$ cat src/hw/rtl/tcwm_pkg.sv
package tcwm_pkg;

    localparam int ANGLE_W = 16;
    localparam int ID_W    = 17;
    localparam int SLOT_W  = 12;
    localparam int COUNT_W = 13;

    localparam logic MODE_LOAD  = 1'b0;
    localparam logic MODE_QUERY = 1'b1;

    localparam logic CFG_TOLERANCE = 1'b0;
    localparam logic CFG_COUNT     = 1'b1;

    localparam logic [ANGLE_W-1:0] TOL_RESET = 16'd26;

    typedef struct packed {
        logic               mode;
        logic [SLOT_W-1:0]  entry_index;
        logic [ANGLE_W-1:0] angle_small;
        logic [ANGLE_W-1:0] angle_mid;
        logic [ANGLE_W-1:0] angle_large;
        logic [ID_W-1:0]    star_id_a;
        logic [ID_W-1:0]    star_id_b;
        logic [ID_W-1:0]    star_id_c;
    } t_in_item;

    typedef struct packed {
        logic              found;
        logic [SLOT_W-1:0] match_index;
        logic [ID_W-1:0]   match_star_a;
        logic [ID_W-1:0]   match_star_b;
        logic [ID_W-1:0]   match_star_c;
        logic              last;
    } t_out_item;

    typedef struct packed {
        logic [ANGLE_W-1:0] small_a;
        logic [ANGLE_W-1:0] mid_a;
        logic [ANGLE_W-1:0] large_a;
        logic [ID_W-1:0]    id_a;
        logic [ID_W-1:0]    id_b;
        logic [ID_W-1:0]    id_c;
    } t_entry;

    typedef enum logic [2:0] {
        S_IDLE,
        S_BS_RD,
        S_BS_EV,
        S_DN_RD,
        S_DN_EV,
        S_UP_RD,
        S_UP_EV,
        S_FIN
    } t_state;

    typedef struct packed {
        logic load;
        logic start;
        logic bs_rd;
        logic bs_ev;
        logic scan_init;
        logic rd_dn;
        logic rd_up;
        logic visit_dn;
        logic visit_up;
        logic finish;
    } t_cmd;

    typedef struct packed {
        logic in_query;
        logic count_zero;
        logic bs_done;
        logic ptr_zero;
        logic ptr_end;
        logic in_tol;
        logic emit_wait;
        logic out_free;
    } t_status;

    function automatic logic [ANGLE_W-1:0] abs_diff(input logic [ANGLE_W-1:0] a,
                                                    input logic [ANGLE_W-1:0] b);
        abs_diff = (a > b) ? (a - b) : (b - a);
    endfunction

endpackage

$ cat src/hw/rtl/tcwm_ctrl.sv
module tcwm_ctrl (
    input  logic              i_clk,
    input  logic              i_rst_n,
    input  logic              i_in_valid,
    input  tcwm_pkg::t_status i_status,
    output logic              o_in_stall,
    output tcwm_pkg::t_cmd    o_cmd
);

    tcwm_pkg::t_state r_state;
    tcwm_pkg::t_state n_state;

    always_ff @(posedge i_clk) begin
        if (!i_rst_n) begin
            r_state <= tcwm_pkg::S_IDLE;
        end else begin
            r_state <= n_state;
        end
    end

    always_comb begin
        n_state = r_state;
        case (r_state)
            tcwm_pkg::S_IDLE: begin
                if (i_in_valid && i_status.in_query) begin
                    n_state = i_status.count_zero ? tcwm_pkg::S_FIN : tcwm_pkg::S_BS_RD;
                end
            end
            tcwm_pkg::S_BS_RD: n_state = tcwm_pkg::S_BS_EV;
            tcwm_pkg::S_BS_EV: begin
                n_state = i_status.bs_done ? tcwm_pkg::S_DN_RD : tcwm_pkg::S_BS_RD;
            end
            tcwm_pkg::S_DN_RD: begin
                n_state = i_status.ptr_zero ? tcwm_pkg::S_UP_RD : tcwm_pkg::S_DN_EV;
            end
            tcwm_pkg::S_DN_EV: begin
                if (!i_status.in_tol) begin
                    n_state = tcwm_pkg::S_UP_RD;
                end else if (!i_status.emit_wait) begin
                    n_state = tcwm_pkg::S_DN_RD;
                end
            end
            tcwm_pkg::S_UP_RD: begin
                n_state = i_status.ptr_end ? tcwm_pkg::S_FIN : tcwm_pkg::S_UP_EV;
            end
            tcwm_pkg::S_UP_EV: begin
                if (!i_status.in_tol) begin
                    n_state = tcwm_pkg::S_FIN;
                end else if (!i_status.emit_wait) begin
                    n_state = tcwm_pkg::S_UP_RD;
                end
            end
            tcwm_pkg::S_FIN: begin
                if (i_status.out_free) begin
                    n_state = tcwm_pkg::S_IDLE;
                end
            end
            default: n_state = tcwm_pkg::S_IDLE;
        endcase
    end

    always_comb begin
        o_cmd      = '0;
        o_in_stall = 1'b1;
        case (r_state)
            tcwm_pkg::S_IDLE: begin
                o_in_stall  = 1'b0;
                o_cmd.load  = i_in_valid && !i_status.in_query;
                o_cmd.start = i_in_valid && i_status.in_query;
            end
            tcwm_pkg::S_BS_RD: o_cmd.bs_rd = 1'b1;
            tcwm_pkg::S_BS_EV: o_cmd.bs_ev = 1'b1;
            tcwm_pkg::S_DN_RD: begin
                o_cmd.scan_init = i_status.ptr_zero;
                o_cmd.rd_dn     = !i_status.ptr_zero;
            end
            tcwm_pkg::S_DN_EV: begin
                o_cmd.scan_init = !i_status.in_tol;
                o_cmd.visit_dn  = i_status.in_tol && !i_status.emit_wait;
            end
            tcwm_pkg::S_UP_RD: o_cmd.rd_up = !i_status.ptr_end;
            tcwm_pkg::S_UP_EV: o_cmd.visit_up = i_status.in_tol && !i_status.emit_wait;
            tcwm_pkg::S_FIN:   o_cmd.finish = i_status.out_free;
            default: o_cmd = '0;
        endcase
    end

endmodule

$ cat config.mk
export PLATFORM = sky130hd
export DESIGN_NAME = tcwm_ctrl
export DESIGN_NICKNAME = d
export VERILOG_FILES = /design/src/hw/rtl/tcwm_pkg.sv /design/src/hw/rtl/tcwm_ctrl.sv
export SDC_FILE = /design/constraint.sdc
export NUM_CORES = 1
export LEC_CHECK = 0
export BUFFER_PORTS_ARGS = -buffer_cell sky130_fd_sc_hd__clkbuf_2
export CAP_MARGIN = 20
export CORE_AREA = 2 2 39 41
export DETAILED_ROUTE_END_ITERATION = 6
export DIE_AREA = 0 0 41 43
export PLACE_DENSITY = 0.53
export SLEW_MARGIN = 30
export SYNTH_ARGS = -nofsm -noshare
export SYNTH_HDL_FRONTEND = slang
export SYNTH_SLANG_ARGS = --single-unit
$ cat constraint.sdc
create_clock -name i_clk -period 1.3 [get_ports i_clk]
set_input_delay 0.325 -clock i_clk [delete_from_list [all_inputs] [get_ports i_clk]]
set_output_delay 0.325 -clock i_clk [all_outputs]
set_load 0.1 [all_outputs]
==> results_dict.tcl, run 1 <==
set metrics [dict create \
    yosysWarnings 0 \
    status "finished with violations" \
    synth_largest_area_cell "dfxtp_1" \
    clock-sinks 3 \
    die_w_microns 41 \
    placed_area_sq_um 895.9 \
    final_common_cell "buf_4" \
    p_int_uw 1200 \
    clk_pin_slew_ps 40 \
    drt_pass1_iterations 4 \
    rsz0062_at_grt "yes" \
    maxCapViolCount 0 \
    final_cells 115 \
    diodes 0 \
    wl_per_cell_microns 12.48 \
    syn_to_final_growth_pct 190.5 \
    min_path_type "input pin to flip-flop" \
    cts-buffers-inserted 3 \
    slowest_stage "dfxtp_4" \
    required_ps 980 \
    cp-start-kind "flip-flop" \
    p_leak_uw 0.0004327 \
    drive_above_1_share 0.7172 \
    h-tree-depth 1 \
    cts_tree "built" \
    fin_skew_ps 2.059 \
    antenna_left 0 \
    die_area_sq_um 1763 \
    min_period_over_period 1.322 \
    top_register "r_state" \
    synth_cell_types 29 \
    power.share.switching 0.5146 \
    combPwrFrac 0.851 \
    globalplace.congestion 0.8818 \
    root_buffer "clkbuf_4" \
    dp_hpwl_mm 1.076 \
    portBuffers 21 \
    die_y_microns 43 \
    final_cell_mix "buf_4 (17), buf_12 (11), clkbuf_2 (10)" \
    worstMarginPinSlew_ps 315.5 \
    synth_top_area_share 0.1696 \
    antenna_found_initial 0 \
    first_global_vias 534 \
    insertion_delay_ps 240 \
    power.switching_uw 1273 \
    largest_reg_flops 3 \
    fp-row-count 14 \
    end_kind "primary output" \
    grt_max_degree 9 \
    syn_nets 63 \
    clockBufferDepth 2 \
    crit_chain "or2b_4 > nor4b_4 > buf_12" \
    placedCellCount 105 \
    start_util 0.2559 \
    vdd_drop_max_mv 1.375 \
    fin_area_sq_um 1028 \
    power_density_nw_per_um2 2404 \
    violations "negative setup slack" \
    syn_inst 52 \
    syn_avg_cell_area_sq_um 6.809 \
    yosysSeqAreaShare 0.1696 \
    critical_path.max_stage_delay_ps 340 \
    crit_arrival_ps 1390 \
    layout_setup_ws_ps -418.0 \
    setup_viol 14 \
    crit_path_max_fanout 5 \
    num_vias 593 \
    io_pins 22 \
    cp_top_family "simple AND/OR/NAND/NOR gates" \
    crit_buf_inv 1 \
    fin_crit_ps 1718 \
    syn_area_sq_um 354.1 \
    clkPwrFrac 0.069 \
    pre_cts_ws_ps -221.1 \
    fin_nets 111 \
    core-area_sq_um 1384 \
    grt.overflow.total 0 \
    max_freq_ghz 0.5821 \
    finalHoldViolCount 0 \
    wirelength_mm 1.435 \
    path_class "flip-flop to primary output" \
    drtIter0Drc 6 \
    grt_pass1_wl_mm 2.263 \
    pwr-share-seq 0.080 \
    postSynthRegisterBits 3 \
    via_per_inst 5.157 \
    grt_usage 0.1839 \
    ctsHoldBuffers 0 \
    synthTopCellsByArea "dfxtp_1 (17%), nand2_1 (8.5%), nor2_1 (7.4%)" \
    top_regs "r_state: 3 flops" \
    slew_violations 0 \
    slew-limit-headroom 0.7877 \
    drc 0 \
]
-- worst min-delay path, stage by stage --
cell and delay (ps):
clkbuf_2 100, nand2_1 60, nor2_1 40
-- synth_stat cells (all sizes together) --
cell type  number
nand2           8
nor2            7
buf             3
dfxtp           3
inv             3
nand3b          3
nor3            3
a21boi          2
nor3b           2
a2111o          1
a21oi           1
a311oi          1
a31oi           1
and3            1
clkbuf          1
nand3           1
nor4            1
nor4b           1
o21a            1
o21ai           1
o221ai          1
o22ai           1
o32ai           1
or2b            1
or3             1
or3b            1
or4b            1
-- through the flow --
step,utilization,hold WS [ps],TNS [ps],total power (uW)
2_1_floorplan,-,431.4,-4529,1412
3_3_place_gp,0.6474,525.4,-1393,2036
3_5_place_dp,0.6474,531.2,-1736,2050
4_1_cts,0.7269,337.3,-4173,2432
5_1_grt,0.7432,356.3,-4520,2570
6_report,0.7432,334.0,-4004,2473
-- timing repair --
action | 4_1_cts | 5_1_grt
gates resized for setup | 17 | 3
setup buffers | 4 | 3
endpoints found under the setup margin | 14 | 14
endpoints found under the hold margin | 0 | 0
pin swaps | 12 | 11
-- metal layers --
metal  part of all wire  wire (microns)  global-route usage  vias to the layer above
li1                   -               -                   -                      281
met1               0.35             504              0.2129                      273
met2               0.57             812              0.3156                       34
met3              0.065              93             0.03665                        5
met4              0.016              23             0.06000                        0
met5                  0               0                   0                        -
-- cell type report --
class	instances	area (sq um)
sequential	3	68.82
inverter	3	15.01
fill	91	355.3
tap	16	20.02
clock buffer	4	26.28
multi-input combinational	42	399.1
timing repair buffer	47	499.2
-- final timing paths --
check | start | end | slack, ps | depth (start not counted)
max | r_state[0] | o_cmd[2] | -420 | 3
min | i_rst_n | r_state[2] | 330 | 3
min reg2reg | r_state[1] | r_state[1] | 640 | 3
max reg2reg | r_state[2] | r_state[1] | -230 | 5
-- power by group through the flow --
stage          Combinational [uW]  Clock [uW]  Sequential [uW]
3_5_place_dp                 1850           0              196
4_1_cts                      2060         170              200
3_3_place_gp                 1840           0              192
5_1_grt                      2190         171              204
6_report                     2100         171              197
2_1_floorplan                1250           0              165
-- logic make-up after synthesis --
logic type             synth area share
flip-flops                       0.1696
AND/OR/NAND/NOR                  0.4771
AO/OA/AOI/OAI                    0.2509
buffers and inverters            0.1025
Power figures use the tool's default switching activity.
==> run 2: changes to the inputs <==
CELL_PAD_IN_SITES_DETAIL_PLACEMENT = 0   (was unset)
CELL_PAD_IN_SITES_GLOBAL_PLACEMENT = 1   (was unset)
CORE_AREA = unset   (was 2 2 39 41)
CORE_MARGIN = 2   (was unset)
CORE_UTILIZATION = 23   (was unset)
DIE_AREA = unset   (was 0 0 41 43)
PLACE_DENSITY = 0.67   (was 0.53)
clock period = 1.5 ns   (was 1.3 ns; I/O delays follow)
==> run 2 against run 1 <==
Effect of this change: the run still ends with negative setup slack left; register-to-register slack improved by 140 ps; critical path depth did not move; sequential cell count did not move; final area fell by 1.6%; hold slack improved by 24 ps; clock power fell by 17%; critical path type unchanged; largest power group unchanged.
==> results_dict.tcl, run 2 (same netlist as run 1, synthesis figures left out) <==
set metrics [dict create \
    io_pins 22 \
    crit_arrival_ps 1410 \
    crit_buf_inv 1 \
    first_global_vias 535 \
    via_per_inst 4.909 \
    end_kind "primary output" \
    final_common_cell "buf_12" \
    required_ps 1120 \
    clock-sinks 3 \
    power.switching_uw 1074 \
    slew_violations 0 \
    core-area_sq_um 1471 \
    fp-row-count 14 \
    final_cell_mix "buf_12 (12), clkbuf_2 (10), buf_4 (10)" \
    cp_top_family "flip-flops" \
    critical_path.max_stage_delay_ps 350 \
    clockBufferDepth 2 \
    worstMarginPinSlew_ps 256.8 \
    drc 0 \
    p_int_uw 1043 \
    layout_setup_ws_ps -285.7 \
    wl_per_cell_microns 11.44 \
    min_period_over_period 1.190 \
    p_leak_uw 0.0004228 \
    ctsHoldBuffers 0 \
    crit_chain "or2b_4 > o32ai_4 > buf_12" \
    grt_pass1_wl_mm 2.208 \
    crit_cells 3 \
    status "finished with violations" \
    fin_crit_ps 1786 \
    placed_area_sq_um 870.8 \
    largest_reg_flops 3 \
    hold_depth 3 \
    drt_pass1_iterations 3 \
    path_class "flip-flop to primary output" \
    start_util 0.2406 \
    num_vias 540 \
    root_buffer "clkbuf_4" \
    pwr-share-seq 0.091 \
    antenna_found_initial 0 \
    cp-start-kind "flip-flop" \
    clkPwrFrac 0.067 \
    drive_above_1_share 0.6915 \
    slowest_stage "dfxtp_2" \
    portBuffers 21 \
    antenna_left 0 \
    grt_usage 0.1556 \
    syn_to_final_growth_pct 185.9 \
    p_total_uw 2117 \
    wirelength_mm 1.258 \
    max_freq_ghz 0.5600 \
    maxCapViolCount 0 \
    crit_path_max_fanout 4 \
    combPwrFrac 0.842 \
    fin_skew_ps 5.046 \
    grt_max_degree 10 \
    drtIter0Drc 4 \
    clk_pin_slew_ps 40 \
    die_area_sq_um 1869 \
    top_register "r_state" \
    diodes 0 \
    power_density_nw_per_um2 2091 \
    h-tree-depth 1 \
    rsz0062_at_grt "yes" \
    cts-buffers-inserted 3 \
    grt.overflow.total 0 \
    top_regs "r_state: 3 flops" \
    power.share.switching 0.5074 \
    violations "negative setup slack" \
    finalHoldViolCount 0 \
    slew-limit-headroom 0.8280 \
    dp_hpwl_microns 949.4 \
    insertion_delay_ps 230 \
    globalplace.congestion 0.7982 \
    die_y_microns 43.24 \
    die_w_microns 43.24 \
    fin_nets 106 \
    r2r_cells 7 \
    cts_tree "built" \
    vdd_drop_max_mv 0.9746 \
    fin_area_sq_um 1012 \
    min_path_type "input pin to flip-flop" \
    setup_viol 13 \
]
run 2: cell count changes in the layout (fill, tap and decap cells not counted):
cell and delta:
nand2_2 -1, a21oi_1 +1, buf_4 -7, a21oi_2 -1
buf_12 +1, buf_8 +1, nand2_4 +1
run 2: per-layer routing:
layer  vias to the layer above  wire, microns  track usage
met4                         0             32      0.07879
met3                         4             46      0.02553
li1                        278              -            -
met1                       242            479       0.1786
met2                        16            699       0.2716
met5                         -              0            0
run 2: worst paths after layout:
| path | endpoint | slack, ps | start |
|---|---|---|---|
| setup reg to reg | r_state[1] | -90 | r_state[2] |
| setup / recovery | o_cmd[5] | -290 | r_state[2] |
| hold reg to reg | r_state[1] | 710 | r_state[1] |
| hold / removal | r_state[2] | 360 | i_rst_n |
run 2: power by group through the flow:
stage | clock network, uW | logic [uW] | registers [uW]
final | 142 | 1780 | 193
after global routing | 161 | 1880 | 200
after CTS | 149 | 1760 | 189
after detailed placement | 0 | 1580 | 172
after global placement | 0 | 1570 | 170
after floorplan | 0 | 1080 | 143
run 2: timing repair:
action / CTS / global route
resized for setup: 16 / 5
pin swaps: 8 / 8
setup endpoints to repair: 12 / 13
buffers inserted: 4 / 3
run 2: through the flow:
stage	setup slack [ps]	TNS, ps	util	hold WS, ps	std cells
final	-285.7	-2015	0.6879	358.1	110
after global routing	-342.3	-2742	0.6879	366.3	110
after CTS	-293.8	-2078	0.6701	350.7	108
after detailed placement	-45.08	-125.8	0.5918	601.8	100
after global placement	-34.83	-79.40	0.5918	601.6	100
after floorplan	-578.0	-2773	-	481.4	52
run 2: final cells by class:
class	instances	area, sq um
Clock buffer	4	26.28
Tap cell	16	20.02
Timing Repair Buffer	42	481.7
Sequential cell	3	68.82
Multi-Input combinational cell	42	400.4
Fill cell	120	459.2
Inverter	3	15.01
run 2: worst register-to-register path: stages (launching register included):
cell and delay [ps]:
dfxtp_2 330, buf_12 130, buf_6 110, nand3_4 60
buf_6 100, o221ai_2 90, or4b_1 530, a21boi_1 150
